`src/design/irpa_pkg.sv`:
```
// ----------------------------------------------------------------------------
// irpa_pkg
// shared types, sizes and helpers for the increasing run pile assigner
// ----------------------------------------------------------------------------
package irpa_pkg;

    localparam int NUM_SEQ = 256;
    localparam int IDX_W   = (NUM_SEQ > 1) ? $clog2(NUM_SEQ) : 1;

    typedef logic [IDX_W-1:0] t_idx;

    typedef struct packed {
        logic [31:0] value;
        logic        restart;
    } t_in_item;

    typedef struct packed {
        logic [7:0] seq_index;
        logic       opened_new;
        logic       overflow;
    } t_out_item;

    // packet that walks down the cell chain, one cell per cycle while the chain advances
    typedef struct packed {
        logic        active;     // an item occupies this slot
        logic        searching;  // no sequence found yet
        logic        clear;      // restart sweep still closing cells
        logic [31:0] value;
        logic [7:0]  seq_index;
        logic        opened_new;
    } t_pkt;

    // low 8 bits of a cell index, zero extended when the index is narrower
    function automatic logic [7:0] to_seq_index(input t_idx idx);
        logic [IDX_W+7:0] ext;
        ext = {8'b0, idx};
        return ext[7:0];
    endfunction

endpackage

```
`src/design/irpa_cell.sv`:
```
// ----------------------------------------------------------------------------
// irpa_cell
// one sequence slot: holds a tail and an open flag, resolves or forwards
// ----------------------------------------------------------------------------
module irpa_cell (
    input  logic          i_clk,
    input  logic          i_rst_n,
    input  logic          i_en,
    input  irpa_pkg::t_idx i_index,
    input  irpa_pkg::t_pkt i_pkt,
    output irpa_pkg::t_pkt o_pkt
);
    import irpa_pkg::*;

    logic        r_open;
    logic        n_open;
    logic [31:0] r_tail;
    logic [31:0] n_tail;
    t_pkt        r_pkt;
    t_pkt        n_pkt;

    logic clear_now;
    logic open_eff;
    logic seek;

    assign clear_now = i_pkt.active && i_pkt.clear;
    assign open_eff  = r_open && !clear_now;
    assign seek      = i_pkt.active && i_pkt.searching;

    always_comb begin
        n_open = open_eff;
        n_tail = r_tail;
        n_pkt  = i_pkt;
        if (seek) begin
            if (!open_eff) begin
                // first closed slot: start a new sequence here
                n_open           = 1'b1;
                n_tail           = i_pkt.value;
                n_pkt.searching  = 1'b0;
                n_pkt.opened_new = 1'b1;
                n_pkt.seq_index  = to_seq_index(i_index);
            end else if (r_tail <= i_pkt.value) begin
                n_tail           = i_pkt.value;
                n_pkt.searching  = 1'b0;
                n_pkt.opened_new = 1'b0;
                n_pkt.seq_index  = to_seq_index(i_index);
            end
        end
    end

    always_ff @(posedge i_clk) begin
        if (!i_rst_n) begin
            r_open <= 1'b0;
            r_pkt  <= '0;
        end else if (i_en) begin
            r_open <= n_open;
            r_pkt  <= n_pkt;
        end
    end

    always_ff @(posedge i_clk) begin
        if (i_en) begin
            r_tail <= n_tail;
        end
    end

    assign o_pkt = r_pkt;

    // a slot only opens when a searching item passes through it
    a_open_needs_item: assert property (@(posedge i_clk) disable iff (!i_rst_n)
        $rose(r_open) |-> $past(i_en && i_pkt.active && i_pkt.searching))
        else $error("cell opened without a searching item");

    // a searching item reaching a closed slot settles there as a new sequence
    a_closed_slot_takes: assert property (@(posedge i_clk) disable iff (!i_rst_n)
        (i_en && seek && !open_eff) |=>
            (r_open && r_pkt.active && !r_pkt.searching && r_pkt.opened_new))
        else $error("closed cell did not take searching item");

    // an open slot with a larger tail forwards the item and keeps its tail
    a_larger_tail_passes: assert property (@(posedge i_clk) disable iff (!i_rst_n)
        (i_en && seek && open_eff && (r_tail > i_pkt.value)) |=>
            (r_pkt.searching && $stable(r_tail)))
        else $error("cell with larger tail captured item");

endmodule

```
`config.mk`:
```
export PLATFORM = sky130hd
export DESIGN_NAME = irpa_cell
export DESIGN_NICKNAME = d
export VERILOG_FILES = /design/src/design/irpa_pkg.sv /design/src/design/irpa_cell.sv
export SDC_FILE = /design/constraint.sdc
export NUM_CORES = 1
export LEC_CHECK = 0
export BUFFER_PORTS_ARGS = -buffer_cell sky130_fd_sc_hd__buf_2
export CORE_MARGIN = 2
export CORE_UTILIZATION = 52
export DETAILED_ROUTE_END_ITERATION = 6
export GPL_ROUTABILITY_DRIVEN = 1
export PLACE_DENSITY = 0.79
export SYNTH_ARGS = -nofsm -noshare
export SYNTH_HDL_FRONTEND = slang
export SYNTH_SLANG_ARGS = --single-unit
```
`constraint.sdc`:
```
create_clock -name i_clk -period 6.1 [get_ports i_clk]
set_input_delay 1.525 -clock i_clk [delete_from_list [all_inputs] [get_ports i_clk]]
set_output_delay 1.525 -clock i_clk [all_outputs]
set_load 0.005 [all_outputs]
```
==> flow_summary_export.csv <==
group,metric,value,unit
run_status,status,"finished clean",
timing,layout_setup_ws,1.937,ns
timing,slew_violations,0,
hold_path,hp-class,"reg2reg",
finish,antenna_cells,0,
placed_design,dp_slack,1.522,ns
yosys,synth.top_cell.area_share,26.16,%
grt,grt_max_degree,48,
yosys,ys_warn_count,0,
die,chipHeight,88.05,um
yosys,syn_nets,411,
die,start_util,53.77,%
drt,num_vias,2681,
clock_network,cts_resized,0,
finish,final_cell_mix,"buf_2 (98), dfxtp_1 (45), inv_1 (43)",
drt,drt_iter0_drc,108,
hold_path,hold_start,"r_open$_SDFFE_PN0P_",
power_and_ir_drop,peakVddDrop,173.6,uV
critical_path,crit_start,"i_pkt[22]",
yosys,syn_area_per_cell,11.34,um^2
grt,antenna_found_initial,0,
timing,setup-tns-final,0,ns
clock_network,max-clock-path-buffers,2,
drt,drtPass1Iterations,4,
critical_path,critPathArrivalTime,4.14,ns
yosys,synthDistinctLibCells,39,
grt,grt_pass1_vias,2606,
yosys,ys_seq_area_share,50.68,%
timing,skew,0.01184,ns
timing,fin_hold_ws,0.4880,ns
placed_design,dp_hpwl,5156,um
clock_network,postCtsHoldBufs,0,
yosys,synth_area_leader_cell,"edfxtp_1",
clock_network,path_clk_slew,0.07,ns
timing,worst_slew_pin_slew,0.8861,ns
yosys,synth_area_leaders,"edfxtp_1 (26%), dfxtp_1 (25%), ha_1 (11%)",
drt,wl_per_cell,13.97,um
critical_path,end_kind,"flip-flop",
grt,gr-total-overflow,0,
grt,grt_pass1_wl,11960,um
die,core,6832,um^2
critical_path,critPathRequiredTime,6.07,ns
drt,ant_nets,0,
critical_path,crit_fanout,32,
critical_path,start_kind,"primary input",
finish,layout_commonest_cell,"buf_2",
yosys,synth_top_flop_cell,"dfxtp_1",
finish,nets,511,
clock_network,clkLatencyLatePin,0.35,ns
flow_run,maxCapViolCount,0,
clock_network,tritoncts,"done",
power_and_ir_drop,leakagePower,2.184,nW
critical_path,timing.rr.start,"r_tail[13]$_DFFE_PP_",
finish,drive_gt1_share,29.67,%
yosys,synth.ff_latch_count,77,
die,die-area,7753,um^2
clock_network,cts_max_level,3,
timing,period_needed,4.163,ns
yosys,async_flop_share,0,%
die,rows,30,
finish,final_cells,524,
placed_design,dp.cells,509,
placed_design,gp_congestion,0.7934,
timing,min_period_over_period,68.25,%
drt,routed_wl,7319,um
clock_network,cts_buffers,9,
timing,max_slew_margin,40.80,%
finish,synthToLayoutAreaGrowth,22.28,%
drt,drc,0,
yosys,synthCells,324,
timing,hold_viol_final,0,
drt,viasPerCell,5.116,
critical_path,critical_path_class,"in2reg",
power_and_ir_drop,p_per_area,256.1,nW/um^2
yosys,synth_edf_count,32,
die,fp.dieW,88.05,um
timing,rsz0062_at_grt,"no",
power_and_ir_drop,total_power,1.150,mW
clock_network,clk_root_buffer_cell,"clkbuf_8",
clock_network,cts_setup_buffers,0,
clock_network,cts_sinks,77,
yosys,syn-cell-area,3674,um^2
placed_design,io_buffer_count,98,
timing,setup_viol,0,
die,pin_count,99,
grt,grt_usage,20.11,%
timing,fmaxAchievable,240.2,MHz
area by class of cell:
class                           count  area, um^2
Fill cell                         572        2340
Sequential cell                    77        1862
Multi-Input combinational cell    194        1619
Timing Repair Buffer               99       498.0
Inverter                           43       161.4
Clock buffer                       10       148.9
Tap cell                           96       120.1
Clock inverter                      5       82.58
path summary, 6_finish.rpt:
path | endpoint | slack [ns] | cells after the start
setup / recovery | r_tail[19]$_DFFE_PP_ | 1.94 | 9
hold reg to reg | r_open$_SDFFE_PN0P_ | 0.49 | 2
hold / removal | r_open$_SDFFE_PN0P_ | 0.49 | 2
setup reg to reg | r_tail[19]$_DFFE_PP_ | 2.87 | 7
metal layers:
layer / GRT usage [%] / vias to the layer above / routed length, um
met5: 0 / - / 0
met4: 7.851 / 0 / 141
met3: 4.336 / 12 / 366
met2: 34.85 / 76 / 3737
met1: 24.52 / 1259 / 3074
li1: - / 1334 / -
cell usage after synthesis, drive strengths merged (8+ instances only):
cell type / count
dfxtp: 45
o21ai: 14
nand4: 8
inv: 43
ha: 32
nor2: 11
edfxtp: 32
nand2: 9
nor2b: 36
mux2i: 34
a21oi: 15
a221oi: 9
sequential cells by signal, summed over array words and instances, names as in the netlist:
name    cells
r_open      1
o_pkt      44
r_tail     32
logic make-up (layout without fill, tap and decap cells):
| family | count (synthesis) | after routing | synth area share [%] |
|---|---|---|---|
| flip-flops | 77 | 77 | 50.68 |
| AO/OA/AOI/OAI | 52 | 52 | 10.76 |
| AND/OR/NAND/NOR | 76 | 76 | 12.94 |
| multiplexers | 34 | 34 | 9.264 |
| buffers and inverters | 53 | 157 | 5.449 |
| adder cells (fa/ha/maj) | 32 | 32 | 10.90 |
where the power goes:
group          switching, mW  internal [mW]  leakage [nW]  total (mW)
logic                 0.0730         0.0646          1.40       0.138
clock network          0.187          0.254         0.117       0.440
registers             0.0107          0.562         0.666       0.572
metrics by stage:
stage | area (um^2) | util [%]
3_3_place_gp | 4260 | 62.36
5_1_grt | 4492 | 65.75
3_5_place_dp | 4260 | 62.36
2_1_floorplan | 3674 | -
6_report | 4492 | 65.75
4_1_cts | 4492 | 65.75
worst max-delay path: stages:
cell     delay (ns)
buf_2          0.10
inv_1          0.05
ha_1           0.32
a21o_1         0.18
a21o_1         0.17
a221o_1        0.34
o31a_2         0.33
o21ai_4        0.29
nor2b_4        0.80
Note: power is estimated with default switching activity, not from simulation.
